File: config.mk
export PLATFORM = sky130hd
export DESIGN_NAME = mtp_fifo
export DESIGN_NICKNAME = d
export VERILOG_FILES = /design/src/rtl/mersenne_twister_prng_top_assert.svh /design/src/rtl/mtp_fifo.sv
export SDC_FILE = /design/constraint.sdc
export NUM_CORES = 1
export LEC_CHECK = 0
export ABC_AREA = 0
export BUFFER_PORTS_ARGS = -buffer_cell sky130_fd_sc_hd__buf_2
export CAP_MARGIN = 10
export CORE_MARGIN = 1
export CORE_UTILIZATION = 41
export CTS_CLUSTER_DIAMETER = 60
export CTS_CLUSTER_SIZE = 10
export DETAILED_ROUTE_END_ITERATION = 8
export PLACE_DENSITY = 0.73
export SLEW_MARGIN = 20
export SYNTH_ARGS = -nofsm -noshare
export SYNTH_HDL_FRONTEND = slang
export SYNTH_SLANG_ARGS = --single-unit
File: constraint.sdc
create_clock -name clk_i -period 5.9 [get_ports clk_i]
set_input_delay 0.295 -clock clk_i [delete_from_list [all_inputs] [get_ports clk_i]]
set_output_delay 0.295 -clock clk_i [all_outputs]
set_load 0.03 [all_outputs]
File: src/rtl/mersenne_twister_prng_top_assert.svh
// ----------------------------------------------------------------------------
// mersenne_twister_prng_top_assert.svh
// Assertion macros for the twister generator, clocked on clk_i, reset rst_ni.
// ----------------------------------------------------------------------------
`ifndef MERSENNE_TWISTER_PRNG_TOP_ASSERT_SVH
`define MERSENNE_TWISTER_PRNG_TOP_ASSERT_SVH

// property holds outside reset
`define MTP_ASSERT(name, prop, msg) \
  name: assert property (@(posedge clk_i) disable iff (!rst_ni) (prop)) else $error(msg);

// condition never occurs outside reset
`define MTP_ASSERT_NEVER(name, cond, msg) \
  name: assert property (@(posedge clk_i) disable iff (!rst_ni) !(cond)) else $error(msg);

`endif

File: src/rtl/mtp_fifo.sv
// ----------------------------------------------------------------------------
// mtp_fifo
// Small register queue with full/empty flags (DEPTH at least 2).
// ----------------------------------------------------------------------------
`default_nettype none

module mtp_fifo #(
  parameter int WIDTH = 32,
  parameter int DEPTH = 2
) (
  input  wire logic             clk_i,
  input  wire logic             rst_ni,
  input  wire logic             push_i,
  input  wire logic [WIDTH-1:0] data_i,
  output logic                  full_o,
  input  wire logic             pop_i,
  output logic      [WIDTH-1:0] data_o,
  output logic                  empty_o
);

  localparam int PW = $clog2(DEPTH);
  localparam int CW = $clog2(DEPTH + 1);
  localparam logic [PW-1:0] LAST = PW'(DEPTH - 1);
  localparam logic [CW-1:0] FULL_CNT = CW'(DEPTH);

  logic [WIDTH-1:0] buf_q [DEPTH];
  logic [PW-1:0]    wr_ptr_q, wr_ptr_d;
  logic [PW-1:0]    rd_ptr_q, rd_ptr_d;
  logic [CW-1:0]    cnt_q, cnt_d;
  logic             wr_en, rd_en;

  assign full_o  = (cnt_q == FULL_CNT);
  assign empty_o = (cnt_q == '0);
  assign wr_en   = push_i & ~full_o;
  assign rd_en   = pop_i & ~empty_o;
  assign data_o  = buf_q[rd_ptr_q];

  always_comb begin
    wr_ptr_d = wr_ptr_q;
    rd_ptr_d = rd_ptr_q;
    cnt_d    = cnt_q;
    if (wr_en) begin
      wr_ptr_d = (wr_ptr_q == LAST) ? '0 : wr_ptr_q + 1'b1;
    end
    if (rd_en) begin
      rd_ptr_d = (rd_ptr_q == LAST) ? '0 : rd_ptr_q + 1'b1;
    end
    if (wr_en && !rd_en) begin
      cnt_d = cnt_q + 1'b1;
    end else if (rd_en && !wr_en) begin
      cnt_d = cnt_q - 1'b1;
    end
  end

  always_ff @(posedge clk_i or negedge rst_ni) begin
    if (!rst_ni) begin
      wr_ptr_q <= '0;
      rd_ptr_q <= '0;
      cnt_q    <= '0;
    end else begin
      wr_ptr_q <= wr_ptr_d;
      rd_ptr_q <= rd_ptr_d;
      cnt_q    <= cnt_d;
    end
  end

  always_ff @(posedge clk_i) begin
    if (wr_en) begin
      buf_q[wr_ptr_q] <= data_i;
    end
  end

endmodule

`default_nettype wire

==> results.md <==
* Status: completed
* Nets@finish at approximately 230
* Core Footprint at slightly above 6000 um^2
* Final hold vios at 0
* Largest net degree at the start of global routing at 34
* # setup viols final at 0
* Vias in the first global route at about 1200
* Number of cells on the critical path at 2
* GP Congestion at 0.627
* CP cell instances: mux2_2 > buf_2
* Vias/cell at roughly 4.6
* Mapped Area at around 2700 um^2
* CTS Buf Count at 9
* Standard-cell rows at 28
* CP Capture Type: output pin
* Crit path buf inv count at 1
* Final ANT Viol Nets at 0
* CTS resizes at 0
* Pwr Density at about 550 nW/um^2
* Share of cells above drive strength 1 at 0.579
* Top delay family on crit path: flip-flops
* Crit-path max FO at 33
* CTS Root Cell: clkbuf_8
* Post CTS Setup Buffer Count at 0
* Worst Path Required at between 5 and 6 ns
* Fmax at between 0.4 and 0.5 GHz
* CP Launch Type: register
* Placed cell count at 260
* CTS H-tree lvls at 3
* Max stage delay on crit path at just over 1 ns
* Most area-hungry cell type in the Yosys netlist: edfxtp_1
* Hold path cells at 1
* Dpl cell area at approximately 3000 um^2
* CTS tree: built
* Max-slew headroom at 0.336
* RSZ-0062 raised after global routing: false
* Skew-Pair Late Insertion Delay at roughly 0.33 ns
* Global-route wire length before repair at around 6000 um
* DIE WIDTH at 82.5 um
* # port buffers at a little under 70
* Setup_tns at 0 ns
* Initial antenna violation count at 0
* Starting Density at 0.436
* Netlist cell types at 15
* Synth warn at 0
* Worst vdd ir at 0.427 mV
* Die Span Y at just over 80 um
* Leakage Power at about 1.3 nW
* Final Cycle Share at 0.380
* Synth top area cells: edfxtp_1 (72%), mux2_4 (16%), dfrtp_1 (3.8%)
* Total Wirelength at ~4000 um
* Commonest cells after routing, fill and taps aside: buf_2 (69), edfxtp_1 (64), mux2_4 (29)
* Min Tclk post-route at 2.24 ns
* WP data arrival at roughly 2 ns
* Post-Layout Inst Area at about 3300 um^2
* Synth Area per Inst at 22.3 um^2
* Syn_nets at approximately 160
* R2r worst-path depth at 3
* Kind of critical path: reg2out
* Crit-path slowest cell: dfrtp_2
* Final Max Tran Viols at 0
* Setup Skew at roughly 0.0048 ns
* Vias at approximately 1300
* Gate count after technology mapping at about 120
* Wire length per cell at between 10 and 15 um
* Top cell type's share of synthesized area at 0.723
* DR DRC count at 0
* Final Non-Filler Cells at 277
* Worst-path clk slew at roughly 0.070 ns
* Dpl hpwl at 2670 um
* Sequential share of the synthesized area at 0.760
* Commonest non-fill, non-tap cell in the layout: buf_2
* MaxCap Viol Count at 0
* Ports at 70
* Hold WS at 0.152 ns
* # diodes at 0
* FF-to-FF setup slack at around 4.0 ns
* Gr ovfl total at 0
* Hold WC Path Type: in2reg
* Syn-to-layout area delta at 22.6%
* Die area at a little under 7000 um^2
* Total iterations of the first detailed-routing run at 4
* Yosys reg bits at slightly below 70
* Worst Max-Slew Pin Slew at between 0.9 and 1 ns
* Sink Count at between 60 and 70
* Clock Tree Buf Depth at 2
* Starting DRT DRC Count at between 70 and 80
* All-Layer GR Usage at 0.133
==> cell type report <==
cell class                 count  area (um^2)
clock buffer                  11          131
inverter                       2         7.51
multi-input combinational     45          566
sequential                    68         2020
timing repair buffer          71          363
fill                         505         2840
tap                           75         93.8
clock inverter                 5         76.3
==> cell families after synthesis <==
kind of cell	after synthesis	synth area share
compound gates	1	0.00188
fa+ha+maj	1	0.00471
flops	68	0.760
mux	32	0.176
buf+inv	6	0.0296
simple gates	6	0.0104
xor+xnor	5	0.0165
==> final timing paths <==
check,startpoint,end
min in group asynchronous,rst_ni,wr_ptr_q$_DFFE_PN0P_
worst max register to register,cnt_q[0]$_DFFE_PN0P_,buf_q[0][16]$_DFFE_PP_
max in group asynchronous,rst_ni,rd_ptr_q$_DFFE_PN0P_
worst min-delay path,data_i[19],buf_q[1][19]$_DFFE_PP_
worst max-delay path,rd_ptr_q$_DFFE_PN0P_,data_o[9]
worst min register to register,cnt_q[1]$_DFFE_PN0P_,cnt_q[1]$_DFFE_PN0P_
==> through the flow <==
stage | setup WS (ns) | utilization | total power [W]
after floorplan | 3.48 | - | 0.00129
after global placement | 3.98 | 0.499 | 0.00140
after detailed placement | 3.97 | 0.499 | 0.00141
after CTS | 3.59 | 0.535 | 0.00181
after global routing | 3.54 | 0.535 | 0.00188
final | 3.66 | 0.535 | 0.00179
==> power by group <==
part           switching [W]  leakage (nW)  internal (W)
clock network       0.000160         0.101      0.000236
registers          0.0000959         0.640      0.000663
logic               0.000360         0.589      0.000272
==> flip-flops by register name, indices dropped and copies added, names as in the netlist <==
| name | flops |
|---|---|
| rd_ptr_q | 1 |
| buf_q | 64 |
| wr_ptr_q | 1 |
| cnt_q | 2 |
==> per-layer routing <==
layer  wire [um]  part of all wire  GRT usage  vias up
li1            -                 -          -      612
met4          64             0.016     0.0776        0
met5           0                 0          0        -
met1        1590              0.39      0.141      624
met3         276             0.067     0.0582        6
met2        2180              0.53      0.219       44
==> Yosys cell counts <==
library cell / n
dfrtp_1: 4
mux2_4: 29
nand2_1: 1
ha_1: 1
nor2_1: 3
o21ai_1: 1
xor2_1: 2
and3_1: 1
mux2_2: 3
inv_1: 2
buf_12: 3
xnor2_1: 3
edfxtp_1: 64
buf_6: 1
nand2b_1: 1
==> worst reg2reg max path: cells and delay by family, from the launching register on <==
family           cells  cell delay, ns
AND/OR/NAND/NOR      3            1.05
flip-flops           1            0.44
==> timing repair <==
item,in CTS,in global routing
hold buffers,1,0
setup endpoints to repair,0,0
hold endpoints to repair,4,0
(Power assumes the default switching activity.)
