[config.mk]
export PLATFORM = sky130hd
export DESIGN_NAME = mtp_front
export DESIGN_NICKNAME = d
export VERILOG_FILES = /design/src/rtl/mersenne_twister_prng_top_assert.svh /design/src/rtl/mtp_pkg.sv /design/src/rtl/mtp_fifo.sv /design/src/rtl/mtp_front.sv
export SDC_FILE = /design/constraint.sdc
export NUM_CORES = 1
export LEC_CHECK = 0
export BUFFER_PORTS_ARGS = -buffer_cell sky130_fd_sc_hd__buf_2
export CORE_MARGIN = 4
export CORE_UTILIZATION = 35
export DETAILED_ROUTE_END_ITERATION = 7
export PLACE_DENSITY = 0.55
export SETUP_SLACK_MARGIN = 0.1
export SLEW_MARGIN = 25
export SYNTH_ARGS = -nofsm -noshare
export SYNTH_HDL_FRONTEND = slang
export SYNTH_SLANG_ARGS = --single-unit
[constraint.sdc]
create_clock -name clk_i -period 2.94 [get_ports clk_i]
set_input_delay 0 -clock clk_i [delete_from_list [all_inputs] [get_ports clk_i]]
set_output_delay 0 -clock clk_i [all_outputs]
set_load 0.05 [all_outputs]
[src/rtl/mersenne_twister_prng_top_assert.svh]
// ----------------------------------------------------------------------------
// mersenne_twister_prng_top_assert.svh
// Assertion macros for the twister generator, clocked on clk_i, reset rst_ni.
// ----------------------------------------------------------------------------
`ifndef MERSENNE_TWISTER_PRNG_TOP_ASSERT_SVH
`define MERSENNE_TWISTER_PRNG_TOP_ASSERT_SVH

// property holds outside reset
`define MTP_ASSERT(name, prop, msg) \
  name: assert property (@(posedge clk_i) disable iff (!rst_ni) (prop)) else $error(msg);

// condition never occurs outside reset
`define MTP_ASSERT_NEVER(name, cond, msg) \
  name: assert property (@(posedge clk_i) disable iff (!rst_ni) !(cond)) else $error(msg);

`endif

[src/rtl/mtp_pkg.sv]
// ----------------------------------------------------------------------------
// mtp_pkg
// Types, constants and word functions of the twister generator.
// ----------------------------------------------------------------------------
`default_nettype none

package mtp_pkg;

  localparam int STATE_WORDS  = 624;
  localparam int TWIST_OFFSET = 397;
  localparam int AW           = $clog2(STATE_WORDS);
  localparam int IDX_W        = $clog2(STATE_WORDS + 2);

  localparam logic [31:0] TWIST_MATRIX = 32'h9908_b0df;
  localparam logic [31:0] HIGH_BIT     = 32'h8000_0000;
  localparam logic [31:0] LOW_BITS     = 32'h7fff_ffff;
  localparam logic [31:0] SEED_MULT    = 32'd1664525;
  localparam logic [31:0] DEFAULT_SEED = 32'd5489;
  localparam logic [31:0] TEMPER_B     = 32'h9d2c_5680;
  localparam logic [31:0] TEMPER_C     = 32'hefc6_0000;

  typedef enum logic {
    OP_DRAW = 1'b0,
    OP_SEED = 1'b1
  } op_e;

  typedef struct packed {
    op_e         op;
    logic [31:0] seed;
  } cmd_t;

  typedef enum logic [2:0] {
    ST_IDLE,
    ST_SEED,
    ST_TW_PRE,
    ST_TW_RD,
    ST_TW_WR,
    ST_DRAW_RD,
    ST_DRAW_OUT
  } state_e;

  function automatic logic [31:0] mt_mix(input logic [31:0] upper,
                                         input logic [31:0] lower,
                                         input logic [31:0] far);
    logic [31:0] y;
    logic [31:0] v;
    y = (upper & HIGH_BIT) | (lower & LOW_BITS);
    v = far ^ (y >> 1);
    if (y[0]) begin
      v = v ^ TWIST_MATRIX;
    end
    return v;
  endfunction

  function automatic logic [31:0] mt_temper(input logic [31:0] w);
    logic [31:0] y;
    y = w;
    y = y ^ (y >> 11);
    y = y ^ ((y << 7) & TEMPER_B);
    y = y ^ ((y << 15) & TEMPER_C);
    y = y ^ (y >> 18);
    return y;
  endfunction

endpackage

`default_nettype wire

[src/rtl/mtp_fifo.sv]
// ----------------------------------------------------------------------------
// mtp_fifo
// Small register queue with full/empty flags (DEPTH at least 2).
// ----------------------------------------------------------------------------
`default_nettype none

module mtp_fifo #(
  parameter int WIDTH = 32,
  parameter int DEPTH = 2
) (
  input  wire logic             clk_i,
  input  wire logic             rst_ni,
  input  wire logic             push_i,
  input  wire logic [WIDTH-1:0] data_i,
  output logic                  full_o,
  input  wire logic             pop_i,
  output logic      [WIDTH-1:0] data_o,
  output logic                  empty_o
);

  localparam int PW = $clog2(DEPTH);
  localparam int CW = $clog2(DEPTH + 1);
  localparam logic [PW-1:0] LAST = PW'(DEPTH - 1);
  localparam logic [CW-1:0] FULL_CNT = CW'(DEPTH);

  logic [WIDTH-1:0] buf_q [DEPTH];
  logic [PW-1:0]    wr_ptr_q, wr_ptr_d;
  logic [PW-1:0]    rd_ptr_q, rd_ptr_d;
  logic [CW-1:0]    cnt_q, cnt_d;
  logic             wr_en, rd_en;

  assign full_o  = (cnt_q == FULL_CNT);
  assign empty_o = (cnt_q == '0);
  assign wr_en   = push_i & ~full_o;
  assign rd_en   = pop_i & ~empty_o;
  assign data_o  = buf_q[rd_ptr_q];

  always_comb begin
    wr_ptr_d = wr_ptr_q;
    rd_ptr_d = rd_ptr_q;
    cnt_d    = cnt_q;
    if (wr_en) begin
      wr_ptr_d = (wr_ptr_q == LAST) ? '0 : wr_ptr_q + 1'b1;
    end
    if (rd_en) begin
      rd_ptr_d = (rd_ptr_q == LAST) ? '0 : rd_ptr_q + 1'b1;
    end
    if (wr_en && !rd_en) begin
      cnt_d = cnt_q + 1'b1;
    end else if (rd_en && !wr_en) begin
      cnt_d = cnt_q - 1'b1;
    end
  end

  always_ff @(posedge clk_i or negedge rst_ni) begin
    if (!rst_ni) begin
      wr_ptr_q <= '0;
      rd_ptr_q <= '0;
      cnt_q    <= '0;
    end else begin
      wr_ptr_q <= wr_ptr_d;
      rd_ptr_q <= rd_ptr_d;
      cnt_q    <= cnt_d;
    end
  end

  always_ff @(posedge clk_i) begin
    if (wr_en) begin
      buf_q[wr_ptr_q] <= data_i;
    end
  end

endmodule

`default_nettype wire

[src/rtl/mtp_front.sv]
// ----------------------------------------------------------------------------
// mtp_front
// Takes input items, turns them into seed/draw commands and queues them.
// ----------------------------------------------------------------------------
`default_nettype none

module mtp_front #(
  parameter int DEPTH = 2
) (
  input  wire logic               clk_i,
  input  wire logic               rst_ni,
  input  wire logic               push,
  output logic                    full,
  input  wire logic               action_i,
  input  wire logic [31:0]        seed_value_i,
  output logic                    cmd_valid_o,
  output mtp_pkg::cmd_t           cmd_o,
  input  wire logic               cmd_pop_i
);

  import mtp_pkg::*;

  cmd_t in_cmd;
  logic cmd_empty;

  // seed word only matters for a reseed
  always_comb begin
    in_cmd.op   = action_i ? OP_SEED : OP_DRAW;
    in_cmd.seed = action_i ? seed_value_i : '0;
  end

  mtp_fifo #(
    .WIDTH ($bits(cmd_t)),
    .DEPTH (DEPTH)
  ) u_cmd_q (
    .clk_i   (clk_i),
    .rst_ni  (rst_ni),
    .push_i  (push),
    .data_i  (in_cmd),
    .full_o  (full),
    .pop_i   (cmd_pop_i),
    .data_o  (cmd_o),
    .empty_o (cmd_empty)
  );

  assign cmd_valid_o = ~cmd_empty;

endmodule

`default_nettype wire

==> flow_metrics.tcl, run 1 <==
set metrics [dict create \
    clock_skew_ns 0.00287 \
    r2r_start "u_cmd_q.cnt_q[0]" \
    crit_type "reg2out" \
    min_period_ns 2.07 \
    cts_tree "done" \
    maxCapViolCount 0 \
    area_growth_pct 33.1 \
    first_global_vias 1764 \
    crit_path_start "u_cmd_q.rd_ptr_q" \
    drive_gt1_share_pct 45.8 \
    hold_class "in2reg" \
    wl_met2_um 2510 \
    route.detailed.drc 0 \
    syn_inst 157 \
    wl_met1_um 2420 \
    yosysUniqueCellTypes 18 \
    path_clk_slew_ns 0.07 \
    fin_hold_ws_ns 0.0362 \
    peakVddDrop_v 0.000828 \
    critPathCaptureType "output port" \
    crit_required_ns 2.94 \
    initial_core_util_pct 35.8 \
    drt_iter0_markers 67 \
    die_h_um 99.7 \
    drv_slew 0 \
    root_buffer "clkbuf_8" \
    antenna_found_initial 0 \
    firstDrtPassIters 4 \
    ios 72 \
    highest_layer "met4" \
    p_leak_uw 0.00161 \
    power_density_nw_per_um2 1030 \
    placementRows 33 \
    syn_nets 195 \
    placed_area_sq_um 3380 \
    syn-cell-area_sq_um 2950 \
    vias_per_cell 4.24 \
    min_period_over_period_pct 70.3 \
    finalSetupTns_ns 0 \
    track_usage_pct 11.1 \
    fmax_mhz 484 \
    wl_met3_um 318 \
    syn_area_per_cell_sq_um 18.8 \
    status "complete, no violations" \
    die_x_um 99.7 \
    clock-sinks 70 \
    core-area_sq_um 8220 \
    finalSetupViolations 0 \
    via_count 1612 \
    clock_path_buffers 2 \
    tightest_slew_ns 0.797 \
    start_kind "flip-flop" \
    grt_pass1_wl_um 8400 \
    worstSkewPairLatency_ns 0.33 \
    n_antenna_cell 0 \
    routed_wl_um 5320 \
    io_buffers 71 \
    final_area_sq_um 3920 \
    synth_seq_cells 70 \
    yosysSeqAreaShare_pct 70.7 \
    r2r_cells 4 \
    layout.nets 308 \
    whs_path_depth 3 \
    finalHoldViolCount 0 \
    wl_per_cell_um 14.0 \
    rsz0062_at_grt "no" \
    dieArea_sq_um 9950 \
    htree_levels 3 \
    ys.warnings.count 0 \
    grt-ovfl-total 0 \
    gp_congestion 0.672 \
    cp.arrival_ns 2.07 \
    power_uw 4030 \
    cts_resized 0 \
    grt_start_max_net_pins 35 \
    slew_headroom_pct 46.9 \
    min-delay-start "push" \
    crit_fanout 21 \
    hpwl_um 3350 \
    cts_made_buffers 9 \
    drt.antenna.violating_nets 0 \
]
[through the flow]
stage,worst slack (ns),utilization [%],std cells
CTS,0.819,47.7,380
detailed placement,1.16,41.2,329
finish,0.873,47.7,380
global route,0.764,47.7,380
floorplan,0.498,-,157
global placement,1.19,41.2,329
[cell usage after synthesis]
cell type  instances  area [sq um]
and2_1            32           200
and3_1             1          6.26
buf_12             3          60.1
buf_6              1          11.3
clkbuf_1           3          11.3
dfrtp_1            4           100
edfxtp_1          66          1980
ha_1               1          12.5
inv_1              2          7.51
mux2_2             4          45.0
mux2_4            29           435
nand2_1            1          3.75
nand2_2            1          6.26
nand2b_1           1          6.26
nor2_1             2          7.51
or2_1              1          6.26
xnor2_1            3          26.3
xor2_1             2          17.5
[cells in the final DEF, fill, tap and decap left out, types with 3 or more instances in the layout]
| master | n |
|---|---|
| edfxtp_1 | 66 |
| clkinv_2 | 3 |
| dfrtp_1 | 3 |
| dlygate4sd3_1 | 35 |
| and2_1 | 32 |
| mux2_4 | 29 |
| buf_2 | 71 |
| clkbuf_8 | 9 |
| xnor2_1 | 3 |
| mux2_2 | 4 |
| buf_4 | 3 |
[path summary, 6_finish.rpt]
| check | endpoint | slack (ns) |
|---|---|---|
| worst max-delay path | cmd_o[13] | 0.87 |
| worst min-delay path | u_cmd_q.wr_ptr_q | 0.04 |
| worst max register to register | u_cmd_q.buf_q[0][6] | 1.18 |
| worst min register to register | u_cmd_q.cnt_q[1] | 0.49 |
| max in group asynchronous | u_cmd_q.rd_ptr_q | 2.17 |
| min in group asynchronous | u_cmd_q.cnt_q[0] | 0.58 |
[cell families after synthesis]
| kind of cell | share of synthesized area, % |
|---|---|
| xor gates and xnor gates | 1.49 |
| adders and majority gates | 0.425 |
| buffers and inverters | 3.06 |
| DFF | 70.7 |
| muxes | 16.3 |
| and+or+nand+nor | 8.03 |
[state kept, by name, summed over array words and instances, names as in the netlist]
name,flops
u_cmd_q.wr_ptr_q,1
u_cmd_q.buf_q,66
u_cmd_q.rd_ptr_q,1
u_cmd_q.cnt_q,2
[repair_timing]
action / CTS / global route
buffers inserted: 0 / 0
hold buffers: 35 / 0
endpoints found under the hold margin: 69 / 0
[power by group]
group | total, uW | internal (uW) | switching [uW] | leakage, uW
logic | 1780 | 609 | 1170 | 0.000842
registers | 1530 | 1380 | 145 | 0.000672
clock network | 723 | 385 | 338 | 0.0000964
[metal layers]
layer	track usage, %	vias to the layer above
li1	-	798
met1	13.8	756
met2	17.6	51
met3	4.28	7
met4	4.10	0
met5	0	-
[critical path, cell delays in order, from the launching register on]
cell	delay (ns)
dfrtp_2	0.78
buf_4	0.40
mux2_4	0.34
buf_2	0.21
[layout make-up]
type	count	area [sq um]
clock buffer	9	124
clock inverter	7	65.1
fill	715	4300
inverter	2	7.51
multi-input combinational	78	782
sequential	70	2080
tap	105	131
timing repair buffer	109	728
Power figures use the tool's default switching activity.
==> run 2: changes to the inputs <==
==> constraint.sdc (replaced) <==
create_clock -name clk_i -period 2.02 [get_ports clk_i]
set_input_delay 0 -clock clk_i [delete_from_list [all_inputs] [get_ports clk_i]]
set_output_delay 0 -clock clk_i [all_outputs]
set_load 0.05 [all_outputs]
==> flow_metrics.tcl, run 2 (same netlist as run 1, synthesis figures left out) <==
set metrics [dict create \
    grt_start_max_net_pins 35 \
    hpwl_um 3290 \
    crit_type "reg2out" \
    vias_per_cell 4.31 \
    path_clk_slew_ns 0.07 \
    rsz0062_at_grt "no" \
    power_density_nw_per_um2 1550 \
    globalRouteMet3Util_pct 2.88 \
    largestRegisters "u_cmd_q.buf_q: 66 flops, u_cmd_q.cnt_q: 2 flops" \
    seqPwrFrac_pct 33.9 \
    gp_congestion 0.690 \
    layout.nets 310 \
    r2r_cells 3 \
    clkPwrFrac_pct 21.8 \
    layout_commonest_cell "buf_2" \
    via_count 1646 \
    n_antenna_cell 0 \
    drv_slew 0 \
    min_period_over_period_pct 83.0 \
    crit_required_ns 2.02 \
    whs_path_depth 3 \
    clock-sinks 70 \
    io_buffers 71 \
    core-area_sq_um 8220 \
    combPwrFrac_pct 44.2 \
    internal_power_uw 3750 \
    cts_made_buffers 9 \
    root_buffer "clkbuf_8" \
    clock_path_buffers 2 \
    final_area_sq_um 4010 \
    finalSetupTns_ns 0 \
    track_usage_pct 11.1 \
    area_growth_pct 36.0 \
    largest_reg_flops 66 \
    antenna_found_initial 0 \
    die_x_um 99.7 \
    crit_fanout 23 \
    cts_tree "done" \
    hold_class "in2reg" \
    start_kind "flip-flop" \
    route.detailed.drc 0 \
    worstSkewPairLatency_ns 0.34 \
    finalSetupViolations 0 \
    ios 72 \
    largest_register "u_cmd_q.buf_q" \
    die_h_um 99.7 \
    power.switching_uw 2460 \
    drive_gt1_share_pct 46.6 \
    htree_levels 3 \
    status "complete, no violations" \
    peakVddDrop_v 0.000880 \
    clock_skew_ns 0.00703 \
    grt_pass1_wl_um 8470 \
    post-route-util_pct 48.8 \
    critPathCaptureType "output port" \
    sw_frac_of_total_pct 39.6 \
    placed_area_sq_um 3410 \
    drt.antenna.violating_nets 0 \
    grt_use_met2_pct 17.6 \
    grt-ovfl-total 0 \
    grt_use_met1_pct 14.2 \
    tightest_slew_ns 0.502 \
    wl_per_cell_um 13.8 \
    cp.arrival_ns 1.68 \
    fin_hold_ws_ns 0.0325 \
    firstDrtPassIters 3 \
    p_leak_uw 0.00164 \
    drt_iter0_markers 55 \
    final_cell_mix "buf_2 (71), edfxtp_1 (66), dlygate4sd3_1 (35), and2_1 (32), mux2_4 (29)" \
    nFillCells 726 \
    busiest_layer "met2" \
    placementRows 33 \
    first_global_vias 1728 \
    routed_wl_um 5280 \
    initial_core_util_pct 35.8 \
    dieArea_sq_um 9950 \
    finalHoldViolCount 0 \
    slew_headroom_pct 66.5 \
    maxCapViolCount 0 \
    min_period_ns 1.68 \
    fmax_mhz 597 \
]
==> run 2: final cells by class <==
class,count,area [sq um],share of cell area (%)
clock buffer,9,124,3.09
timing repair buffer,111,756,18.9
clock inverter,7,123,3.06
inverter,2,7.51,0.187
tap,105,131,3.28
sequential,70,2080,52.0
multi-input combinational,78,782,19.5
==> run 2: worst paths after layout <==
check                            startpoint                    to  slack, ns
setup reg to reg           u_cmd_q.cnt_q[0]  u_cmd_q.buf_q[1][13]       0.51
max in group asynchronous            rst_ni      u_cmd_q.rd_ptr_q       1.25
hold reg to reg            u_cmd_q.cnt_q[1]      u_cmd_q.cnt_q[1]       0.50
hold / removal                         push      u_cmd_q.wr_ptr_q       0.03
setup / recovery           u_cmd_q.rd_ptr_q              cmd_o[0]       0.34
min in group asynchronous            rst_ni      u_cmd_q.wr_ptr_q       0.57
==> run 2: what timing repair did <==
| action | 4_1_cts | 5_1_grt |
|---|---|---|
| endpoints found under the hold margin | 69 | 0 |
| setup buffers | 0 | 0 |
| hold buffers | 35 | 0 |
| resized for setup | 0 | 0 |
==> run 2: per-layer routing <==
layer / wire length [um] / share of wire (%)
met1: 2350 / 44
met2: 2490 / 47
met3: 353 / 6.7
met4: 90 / 1.7
met5: 0 / 0
==> run 2: through the flow <==
| stage | power [uW] | instances | worst slack, ns |
|---|---|---|---|
| after global placement | 4860 | 331 | 0.526 |
| final | 6210 | 382 | 0.344 |
| after CTS | 6300 | 382 | 0.297 |
| after floorplan | 4450 | 157 | 0.120 |
| after global routing | 6480 | 382 | 0.271 |
| after detailed placement | 4880 | 331 | 0.504 |
==> run 2: critical path, stage by stage, from the launching register on <==
cell and delay (ns):
dfrtp_2 0.36, buf_4 0.38, mux2_2 0.39, buf_2 0.21
==> run 2: power groups by stage <==
stage,logic [uW],clock network [uW],registers (uW)
floorplan,2330,0,2120
global placement,2730,0,2130
detailed placement,2730,0,2140
CTS,2790,1400,2110
global route,2900,1440,2140
finish,2750,1350,2110
